File: config.mk
export PLATFORM = sky130hd
export DESIGN_NAME = nearest_centroid_classifier_core
export DESIGN_NICKNAME = d
export VERILOG_FILES = /design/src/hdl/ncc_pkg.sv /design/src/hdl/nearest_centroid_classifier_core.sv
export SDC_FILE = /design/constraint.sdc
export NUM_CORES = 2
export LEC_CHECK = 0
export BUFFER_PORTS_ARGS = -buffer_cell sky130_fd_sc_hd__buf_2
export CAP_MARGIN = 25
export CORE_AREA = 5 5 667 669
export DETAILED_ROUTE_END_ITERATION = 6
export DIE_AREA = 0 0 672 674
export HOLD_SLACK_MARGIN = 0.02
export PLACE_DENSITY = 0.66
export SLEW_MARGIN = 10
export SYNTH_ARGS = -nofsm -noshare
export SYNTH_HDL_FRONTEND = slang
export SYNTH_SLANG_ARGS = --single-unit
File: constraint.sdc
create_clock -name clk -period 16.7 [get_ports clk]
set_input_delay 2.505 -clock clk [delete_from_list [all_inputs] [get_ports clk]]
set_output_delay 2.505 -clock clk [all_outputs]
set_load 0.05 [all_outputs]
File: src/hdl/ncc_pkg.sv
// Shared types and constants of the nearest-centroid classifier.
package ncc_pkg;

  localparam int KIND_W    = 2;
  localparam int CLUSTER_W = 4;
  localparam int DIM_W     = 4;
  localparam int DIST_W    = 36;
  localparam int CFG_W     = 5;
  localparam int APB_AW    = 3;
  localparam int APB_DW    = 32;

  localparam logic [DIST_W-1:0] DIST_MAX  = {DIST_W{1'b1}};
  localparam logic [CFG_W-1:0]  CFG_RESET = 5'd16;

  // request kinds; the fourth code is ignored
  typedef enum logic [KIND_W-1:0] {
    KIND_LOAD     = 2'd0,
    KIND_CLASSIFY = 2'd1,
    KIND_UPDATE   = 2'd2
  } kind_t;

  // register index, taken from paddr[2]
  typedef enum logic {
    REG_CLUSTERS_IN_USE = 1'b0
  } reg_idx_t;

endpackage

File: src/hdl/nearest_centroid_classifier_core.sv
// Nearest-centroid classifier core: centroid memory, distance accumulators, search.
//
// Requests enter on item_valid/item_ready with kind, cluster, dim and value.
// A load request writes one centroid word and gives no result. A classify
// request streams one feature component past every centroid and adds its
// squared difference into each cluster's accumulator (overwritten at dim 0);
// the request at the last dimension yields the nearest active cluster and
// its squared distance. An update request averages (floor) one centroid word
// with the value and reports the cluster, distance 0. Results leave on
// result_valid/result_ready.
// Sequence: a load is written at accept; an update passes through the read,
//   write-back and result hand-off states; a classify issues one centroid
//   read per cycle, then the 3-stage subtract / square / accumulate pipeline
//   drains; the last dimension then adds the result hand-off state.
//   One request is in work at a time; item_ready is high only when idle.
// Reset: rst clears control, sets clusters_in_use to 16, accumulators read 0;
//   centroid words are undefined until loaded. Config at APB byte address 0.
// Stall: a result waits in the output register while new requests are
//   taken; a request that makes a second result waits until the first goes.
module nearest_centroid_classifier_core #(
  parameter int NUM_CLUSTERS = 16,
  parameter int NUM_DIMS     = 13,
  parameter int VALUE_WIDTH  = 16
) (
  input  logic                              clk,
  input  logic                              rst,
  // request channel
  input  logic                              item_valid,
  output logic                              item_ready,
  input  logic [ncc_pkg::KIND_W-1:0]        kind,
  input  logic [ncc_pkg::CLUSTER_W-1:0]     cluster,
  input  logic [ncc_pkg::DIM_W-1:0]         dim,
  input  logic signed [VALUE_WIDTH-1:0]     value,
  // result channel
  output logic                              result_valid,
  input  logic                              result_ready,
  output logic [ncc_pkg::CLUSTER_W-1:0]     nearest_cluster,
  output logic [ncc_pkg::DIST_W-1:0]        squared_distance,
  // configuration port
  input  logic                              psel,
  input  logic                              penable,
  input  logic                              pwrite,
  input  logic [ncc_pkg::APB_AW-1:0]        paddr,
  input  logic [ncc_pkg::APB_DW-1:0]        pwdata,
  output logic [ncc_pkg::APB_DW-1:0]        prdata,
  output logic                              pready
);
  import ncc_pkg::*;

  localparam int VW    = VALUE_WIDTH;
  localparam int DEPTH = NUM_CLUSTERS * NUM_DIMS;
  localparam int AW    = (DEPTH > 1) ? $clog2(DEPTH) : 1;
  localparam int CW    = (NUM_CLUSTERS > 1) ? $clog2(NUM_CLUSTERS) : 1;
  localparam logic [CW-1:0] LAST_TAG = CW'(NUM_CLUSTERS - 1);

  typedef enum logic [2:0] {
    ST_IDLE,
    ST_CLASSIFY,
    ST_UPD_READ,
    ST_UPD_WRITE,
    ST_FINISH
  } state_t;

  state_t state;

  // ---------------------------------------------------------------------
  // Configuration register
  // ---------------------------------------------------------------------
  logic [CFG_W-1:0] clusters_in_use;
  logic             cfg_we;
  reg_idx_t         cfg_idx;

  assign pready  = 1'b1;
  assign cfg_idx = reg_idx_t'(paddr[2]);
  assign cfg_we  = psel && penable && pwrite && pready && (cfg_idx == REG_CLUSTERS_IN_USE);

  always_comb begin
    prdata = '0;
    case (cfg_idx)
      REG_CLUSTERS_IN_USE: prdata = APB_DW'(clusters_in_use);
      default:             prdata = '0;
    endcase
  end

  // ---------------------------------------------------------------------
  // Request decode
  // ---------------------------------------------------------------------
  logic          item_acc;
  logic          dim_ok;
  logic          cl_ok;
  logic [AW-1:0] word_addr;

  assign item_ready = (state == ST_IDLE);
  assign item_acc   = item_valid && item_ready;
  assign dim_ok     = 32'(dim) < NUM_DIMS;
  assign cl_ok      = 32'(cluster) < NUM_CLUSTERS;
  assign word_addr  = AW'(32'(cluster) * NUM_DIMS + 32'(dim));

  // ---------------------------------------------------------------------
  // Centroid memory: one write port, one registered read port
  // ---------------------------------------------------------------------
  logic [VW-1:0] cmem [DEPTH];
  logic [VW-1:0] c_rdata;
  logic [VW-1:0] c_wdata;
  logic [AW-1:0] c_waddr;
  logic          c_we;
  logic [AW-1:0] iss_addr;   // read address for classify sweep and update

  always_ff @(posedge clk) begin
    if (c_we) begin
      cmem[c_waddr] <= c_wdata;
    end
    c_rdata <= cmem[iss_addr];
  end

  // ---------------------------------------------------------------------
  // Accumulator memory, with per-entry valid bits standing for reset zero
  // ---------------------------------------------------------------------
  logic [DIST_W-1:0]       amem [NUM_CLUSTERS];
  logic [DIST_W-1:0]       a_rdata;
  logic [NUM_CLUSTERS-1:0] acc_valid;
  logic [CW-1:0]           iss_tag;
  logic                    iss_done;

  // pipeline registers
  logic              p1_v, p2_v, p3_v;
  logic [CW-1:0]     p1_tag, p2_tag, p3_tag;
  logic [VW-1:0]     p2_ad;
  logic [DIST_W-1:0] p2_acc, p3_acc;
  logic [DIST_W-1:0] p3_sq;

  // latched request
  logic [VW-1:0]        value_r;
  logic [DIM_W-1:0]     dim_r;
  logic [CLUSTER_W-1:0] cluster_r;

  // search and pending result
  logic [CW-1:0]        best_tag;
  logic [DIST_W-1:0]    best_dist;
  logic [CLUSTER_W-1:0] res_cluster;
  logic [DIST_W-1:0]    res_dist;

  // stage 1: absolute difference
  logic [VW:0]   s1_diff;
  logic [VW:0]   s1_neg;
  logic [VW-1:0] s1_ad;
  // stage 2: square and clamp
  logic [2*VW-1:0] s2_prod;
  logic [63:0]     s2_prod64;
  logic [DIST_W-1:0] s2_sq;
  // stage 3: accumulate
  logic [DIST_W:0]   s3_sum37;
  logic [DIST_W-1:0] s3_sum;
  logic              s3_search;
  logic              s3_better;
  logic              dim_first;
  logic              dim_last;
  // update average
  logic [VW:0]       u_sum;

  assign dim_first = (dim_r == '0);
  assign dim_last  = (32'(dim_r) == NUM_DIMS - 1);

  always_ff @(posedge clk) begin
    if (p3_v) begin
      amem[p3_tag] <= s3_sum;
    end
    a_rdata <= amem[iss_tag];
  end

  always_comb begin
    s1_diff = {c_rdata[VW-1], c_rdata};
    s1_diff = {value_r[VW-1], value_r} - s1_diff;
    s1_neg  = (VW+1)'(0) - s1_diff;
    s1_ad   = s1_diff[VW] ? s1_neg[VW-1:0] : s1_diff[VW-1:0];

    s2_prod   = p2_ad * p2_ad;
    s2_prod64 = 64'(s2_prod);
    s2_sq     = (s2_prod64 > 64'(DIST_MAX)) ? DIST_MAX : s2_prod64[DIST_W-1:0];

    s3_sum37 = {1'b0, p3_acc} + {1'b0, p3_sq};
    if (dim_first) begin
      s3_sum = p3_sq;
    end else begin
      s3_sum = s3_sum37[DIST_W] ? DIST_MAX : s3_sum37[DIST_W-1:0];
    end
    // only the first clusters_in_use (at least one) take part
    s3_search = (p3_tag == '0) || (32'(p3_tag) < 32'(clusters_in_use));
    s3_better = s3_search && ((p3_tag == '0) || (s3_sum < best_dist));

    // floor average: arithmetic shift of the widened sum
    u_sum = {value_r[VW-1], value_r} + {c_rdata[VW-1], c_rdata};
  end

  // centroid write port: load at accept, update write-back
  always_comb begin
    c_we    = 1'b0;
    c_waddr = word_addr;
    c_wdata = value;
    if (state == ST_UPD_WRITE) begin
      c_we    = 1'b1;
      c_waddr = iss_addr;
      c_wdata = u_sum[VW:1];
    end else if (item_acc && dim_ok && cl_ok && (kind == KIND_LOAD)) begin
      c_we = 1'b1;
    end
  end

  // ---------------------------------------------------------------------
  // Control, pipeline and output registers
  // ---------------------------------------------------------------------
  always_ff @(posedge clk) begin
    if (rst) begin
      state           <= ST_IDLE;
      clusters_in_use <= CFG_RESET;
      acc_valid       <= '0;
      p1_v            <= 1'b0;
      p2_v            <= 1'b0;
      p3_v            <= 1'b0;
      iss_done        <= 1'b0;
      iss_tag         <= '0;
      result_valid    <= 1'b0;
    end else begin
      if (cfg_we) begin
        clusters_in_use <= pwdata[CFG_W-1:0];
      end

      if (result_valid && result_ready) begin
        result_valid <= 1'b0;
      end

      // pipeline advance
      p1_v   <= 1'b0;
      p2_v   <= p1_v;
      p3_v   <= p2_v;
      p2_tag <= p1_tag;
      p3_tag <= p2_tag;
      p2_ad  <= s1_ad;
      p2_acc <= acc_valid[p1_tag] ? a_rdata : '0;
      p3_acc <= p2_acc;
      p3_sq  <= s2_sq;

      if (p3_v) begin
        acc_valid[p3_tag] <= 1'b1;
        if (s3_better) begin
          best_tag  <= p3_tag;
          best_dist <= s3_sum;
        end
      end

      case (state)
        ST_IDLE: begin
          if (item_acc) begin
            value_r   <= value;
            dim_r     <= dim;
            cluster_r <= cluster;
            iss_tag   <= '0;
            iss_done  <= 1'b0;
            if (dim_ok) begin
              if (kind == KIND_CLASSIFY) begin
                iss_addr <= AW'(dim);
                state    <= ST_CLASSIFY;
              end else if ((kind == KIND_UPDATE) && cl_ok) begin
                iss_addr <= word_addr;
                state    <= ST_UPD_READ;
              end
            end
          end
        end

        ST_CLASSIFY: begin
          if (!iss_done) begin
            p1_v     <= 1'b1;
            p1_tag   <= iss_tag;
            iss_addr <= iss_addr + AW'(NUM_DIMS);
            if (iss_tag == LAST_TAG) begin
              iss_done <= 1'b1;
            end else begin
              iss_tag <= iss_tag + 1'b1;
            end
          end
          if (p3_v && (p3_tag == LAST_TAG)) begin
            if (dim_last) begin
              res_cluster <= s3_better ? CLUSTER_W'(p3_tag) : CLUSTER_W'(best_tag);
              res_dist    <= s3_better ? s3_sum : best_dist;
              state       <= ST_FINISH;
            end else begin
              state <= ST_IDLE;
            end
          end
        end

        ST_UPD_READ: begin
          state <= ST_UPD_WRITE;
        end

        ST_UPD_WRITE: begin
          res_cluster <= cluster_r;
          res_dist    <= '0;
          state       <= ST_FINISH;
        end

        ST_FINISH: begin
          if (!result_valid || result_ready) begin
            result_valid     <= 1'b1;
            nearest_cluster  <= res_cluster;
            squared_distance <= res_dist;
            state            <= ST_IDLE;
          end
        end

        default: state <= ST_IDLE;
      endcase
    end
  end

`ifndef SYNTH
  // a request is only taken once the previous sweep has fully drained
  a_accept_drained: assert property (@(posedge clk) disable iff (rst)
    item_acc |-> !p1_v && !p2_v && !p3_v)
    else $error("request accepted with distance pipeline busy");

  // the accumulator being written is never the one being read in the sweep
  a_no_overlap: assert property (@(posedge clk) disable iff (rst)
    (state == ST_CLASSIFY && !iss_done && p3_v) |-> iss_tag != p3_tag)
    else $error("accumulator read and write collide");

  // result hand-off happens only with an empty pipeline
  a_finish_empty: assert property (@(posedge clk) disable iff (rst)
    (state == ST_FINISH) |-> !p1_v && !p2_v && !p3_v)
    else $error("result staged while pipeline still active");

  // an update result always reports zero distance
  a_update_zero: assert property (@(posedge clk) disable iff (rst)
    (state == ST_UPD_WRITE) |=> (res_dist == '0) && (res_cluster == $past(cluster_r)))
    else $error("update result staged incorrectly");
`endif

endmodule
Yosys cells after proc, flatten, opt, wreduce, memory -nomap -nowiden
Memories as Yosys holds them, arrays and structs flattened. A register that Yosys moved wholly into a read port is not among the register bits. Cells that the tools add are included.

Bits in registers: 317. Bits in latches: 0. RAM bits: 3904. Bits in read-only memories: 0. Input port bits: 68. Output and inout bits: 75. Logic and storage cells: 145. Memories: 2.

Add/subtract/negate cells: 7. Multipliers: 2. Divide/modulo/power cells: 0. $lt $le $gt $ge: 6. Equality and inequality tests: 17. Shifts and indexed selects: 0. Multiplexer cells: 50. Bitwise gates (word level): 5. Reduce and logical (&&, ||, !) cells: 30.

Memories: cmem (depth 208, bits a word 16, read ports 1, clocked after Yosys merged registers in 1, write ports 1, RTL line nearest_centroid_classifier_core.sv:102) `logic [VW-1:0] cmem [DEPTH];`; amem (depth 16, bits a word 36, read ports 1, clocked after Yosys merged registers in 1, write ports 1, RTL line nearest_centroid_classifier_core.sv:119) `logic [DIST_W-1:0] amem [NUM_CLUSTERS];`.

Operators by type and width (number): $mux W36 (5); $pmux W36 S2 (1); $mux W8 (6); $add A36 B32 Y37 (1); $lt A36 B36 Y1 (1); $mul A16 B16 Y32 (1); $mux W16 (2); $mux W4 (6); $mux W3 (7); $add A16 B16 Y17 (1); $sub A16 B16 Y17 (1); $or A16 B16 Y16 (1); $pmux W4 S2 (2); $pmux W8 S2 (1); $sub A1 B16 Y16 const A (1); $mux W1 (15); $pmux W3 S5 (1); $eq A4 B4 Y1 const B (3); $logic_and A1 B1 Y1 (10); $lt A4 B5 Y1 const B (2); $ne A2 B2 Y1 const B (5); $reduce_and A3 Y1 (3); $add A8 B4 Y8 (1); $add A8 B4 Y8 const B (1); other kinds (28) (39).

Depth between registers and ports, before layout
Depth after elaboration: 10. Mapped depth: 26. Depth with buffers taken out: 25.

Worst setup path before layout
OpenSTA, ideal clock, no wires.

Path type: flip-flop to flip-flop. From: register value_r[2]. To: memory cmem[0][13] (netlist name), data pin. Library setup time: 1815 ps. Arrival: 10543 ps. Required time: 14885 ps. Slack: 4342 ps. Cell stages (with the launch flop): 13. Buffers on the path: 1. Period minus slack after synthesis: 12358 ps. Cells stage by stage: edfxtp_1 > ha_1 > buf_2 > o21bai_1 > a21oi_1 > o211ai_1 > a31oi_1 > nor2_1 > o21ba_2 > o41a_1 > a221oi_1 > xnor2_1 > o21ai_0.

Longest elaborated chain between the ends: 2.

Ends and longest elaborated chain: start, declared (RTL line nearest_centroid_classifier_core.sv:133) `logic [VW-1:0] value_r;`; start signal, assigned (RTL line nearest_centroid_classifier_core.sv:254) `value_r <= value;`; $add A16 B16 Y17 (RTL line nearest_centroid_classifier_core.sv:192) `u_sum = {value_r[VW-1], value_r} + {c_rdata[VW-1], c_rdata};`; $mux W16 (RTL line nearest_centroid_classifier_core.sv:200) `if (state == ST_UPD_WRITE) begin`; via c_wdata[13] (RTL line nearest_centroid_classifier_core.sv:104) `logic [VW-1:0] c_wdata;`; end, declared (RTL line nearest_centroid_classifier_core.sv:102).

The timed path passes the listed nets, and every way through them passes these cells.

Final worst setup path
From: register p2_ad[3]. To: register p3_sq[24], data pin.

Longest elaborated chain between the ends: 1.

Ends and longest elaborated chain: start, declared (RTL line nearest_centroid_classifier_core.sv:128) `logic [VW-1:0] p2_ad;`; start signal, assigned (RTL line nearest_centroid_classifier_core.sv:238) `p2_ad <= s1_ad;`; $mul A16 B16 Y32 (RTL line nearest_centroid_classifier_core.sv:177) `s2_prod = p2_ad * p2_ad;`; via s2_prod[24] (RTL line nearest_centroid_classifier_core.sv:148) `logic [2*VW-1:0] s2_prod;`; end signal, assigned (RTL line nearest_centroid_classifier_core.sv:241) `p3_sq <= s2_sq;`; end, declared (RTL line nearest_centroid_classifier_core.sv:130) `logic [DIST_W-1:0] p3_sq;`.

The timed path passes the listed nets, and every way through them passes these cells. A chain may end at the register's enable or synchronous reset.

==> reports/qor.yml <==
placed_design:
  hpwlAfterDp_mm: 254
  place_congestion: 0.855
  portBuffers: 85
  placed_area_mm2: 0.183
yosys:
  synthCells: 8516
  syn_area_mm2: 0.174
  synthFlopType: "edfxtp_1"
  synth_seq_cells: 4272
  avgSynthCellArea_um2: 20.5
  synth-edff-count: 4187
  async_flop_share: 0
  yosysWarnings: 0
  synth-seq-area-share: 0.731
  ys_types: 81
grt:
  track_usage: 0.179
  grt_pass1_vias: 85900
  grt_max_degree: 209
  grt_pass1_wl_mm: 602
  antenna_found_initial: 41
  overflow: 0
sta:
  hold_viol: 0
  fmax_ghz: 0.134
  finalCritPeriodShare: 0.446
  slew_headroom: 0.257
  final_max_slew_viol_count: 0
  tightest_slew_ps: 1110
  rsz0062_at_grt: "no"
  min_period_ps: 7440
  final.setup.tns_ps: 0
  setup_viol: 0
  skew_ps: 56.2
worst_hold_path:
  hold_path_class: "flip-flop to flip-flop"
routing:
  dr_wl_met2_mm: 195
  highest_layer: "met5"
  postRouteAntennaNets: 0
  drc: 0
  wl_per_cell_um: 27.3
  drt-initial-drc-count: 10400
  vias: 85100
  viasPerCell: 5.63
  met3_length_mm: 38.3
  drtPass1Iterations: 6
  routedLengthMet1_mm: 165
  drt-total-wl_mm: 412
cts:
  cts-buffers-inserted: 406
  path_clk_slew_ps: 60
  insertion_delay_ps: 970
  cts_resized: 0
  clockBufferDepth: 4
  cts.sinks: 4272
  htreeDepth: 5
  root_buffer: "clkbuf_16"
  postCtsSetupBuffers: 0
  tritoncts: "yes"
  cts_hold_buf: 0
floorplanning:
  start_util: 0.398
  die_x_um: 672
  io_pins: 143
  dieArea_mm2: 0.453
  rows: 243
  fp.dieH_um: 674
  core_mm2: 0.438
run_status:
  status: "complete, no violations"
final_layout:
  drive_above_1_share: 0.252
  num-nets-final: 9441
  fillers: 36100
  area_growth_pct: 13.1
  stdcell_area_mm2: 0.197
setup_path:
  end_kind: "flip-flop"
  crit_type: "flip-flop to flip-flop"
  required_ps: 17400
  start_kind: "flip-flop"
  crit_fanout: 13
  cp.arrival_ps: 8140
flow_run:
  cap_violations: 0
-- layout by cell type (no fill, tap or decap), drive strengths merged, types with 24 or more instances in the layout --
cell type,Yosys,routed
fa,168,168
nand4,24,24
nor2b,41,41
xnor2,61,61
buf,207,484
a21oi,157,157
bufinv,0,34
o221ai,32,32
o21ai,134,134
mux2,42,42
and2,116,116
mux4,1161,1161
o21a,26,26
mux2i,151,151
clkbuf,243,512
conb,2,28
edfxtp,4187,4187
inv,335,348
nor3,34,34
xor2,48,48
dfxtp,85,85
a21o,31,31
o22ai,54,54
nor2,399,399
clkinv,1,175
a31oi,39,39
nand3,33,33
ha,221,221
nand2,305,305
-- Yosys cell counts (32+ instances only) --
cell	n	area [µm²]
ha_1	221	2770
xor2_1	48	420
xnor2_1	61	534
nand2_1	304	1140
nor2_1	399	1500
clkbuf_1	243	912
o221ai_1	32	280
inv_1	335	1260
fa_1	168	3360
buf_2	110	551
nor2b_1	40	250
nand3_1	33	165
o22ai_1	54	338
buf_1	58	218
mux4_2	1161	26100
buf_4	33	248
o21ai_0	133	666
mux2i_1	151	1510
edfxtp_1	4187	126000
nor3_1	34	170
dfxtp_1	85	1700
a21oi_1	157	786
and2_1	116	726
a31oi_1	39	244
-- state kept, by name, summed over array words and instances (netlist names), 31 cells and up --
signal and cells:
a_rdata 36, amem 576, best_dist 36, p3_sq 31, res_dist 36, p2_acc 36, squared_distance 36, p3_acc 36
cmem 3328
-- layer usage --
layer / up-vias / GRT usage
li1: 35400 / -
met1: 45000 / 0.254
met2: 3870 / 0.280
met3: 728 / 0.0335
met4: 16 / 0.0601
met5: - / 0
-- area by class of cell --
class,count,area (µm²),area share
Timing Repair Buffer,484,3900,0.0198
Tap cell,5757,7200,0.0365
Sequential cell,4272,127000,0.647
Inverter,336,1270,0.00646
Antenna cell,17,42.5,0.000216
Multi-Input combinational cell,3484,44100,0.224
Clock inverter,237,2400,0.0122
Clock buffer,512,10700,0.0544
-- kinds of logic after synthesis --
family | Yosys count | share of synthesized area
other cells | 2 | 0.0000431
mux | 1354 | 0.162
fa+ha+maj | 389 | 0.0352
compound gates | 586 | 0.0213
flops | 4272 | 0.731
simple gates | 1018 | 0.0263
xor+xnor | 109 | 0.00548
buf+inv | 786 | 0.0188
-- final timing paths --
check / to / cells after the start / slack [ps] / from
max: p3_sq[24]$_DFFE_PN_ / 21 / 9260 / p2_ad[3]$_DFFE_PN_
min: squared_distance[22]$_DFFE_PP_ / 0 / 410 / res_dist[22]$_SDFFCE_PP0P_
max reg2reg: p3_sq[24]$_DFFE_PN_ / 21 / 9260 / p2_ad[3]$_DFFE_PN_
min reg2reg: squared_distance[22]$_DFFE_PP_ / 0 / 410 / res_dist[22]$_SDFFCE_PP0P_
-- metrics by stage --
step	setup WS, ps	std cells	hold WS (ps)	utilization
floorplan	4340	8542	400	-
global placement	8520	14300	404	0.419
detailed placement	8580	14300	406	0.419
CTS	9280	15100	405	0.449
global route	8790	15100	418	0.450
finish	9260	15100	414	0.451
-- critical path, stage by stage (launching register included) --
cell	delay, ps
edfxtp_1	750
inv_1	350
nor2_1	290
inv_1	100
fa_1	530
inv_1	50
fa_1	560
fa_1	460
fa_1	570
fa_1	430
fa_1	450
ha_1	420
nand2_1	90
a21oi_1	160
o31a_1	160
o21ai_0	170
a311oi_1	810
nand4_1	230
a31oi_1	280
o21a_1	140
nor2_1	40
xnor2_1	120
Power is not shown: default switching activity piles up to over one toggle a cycle in this logic, so the estimate is an artifact.
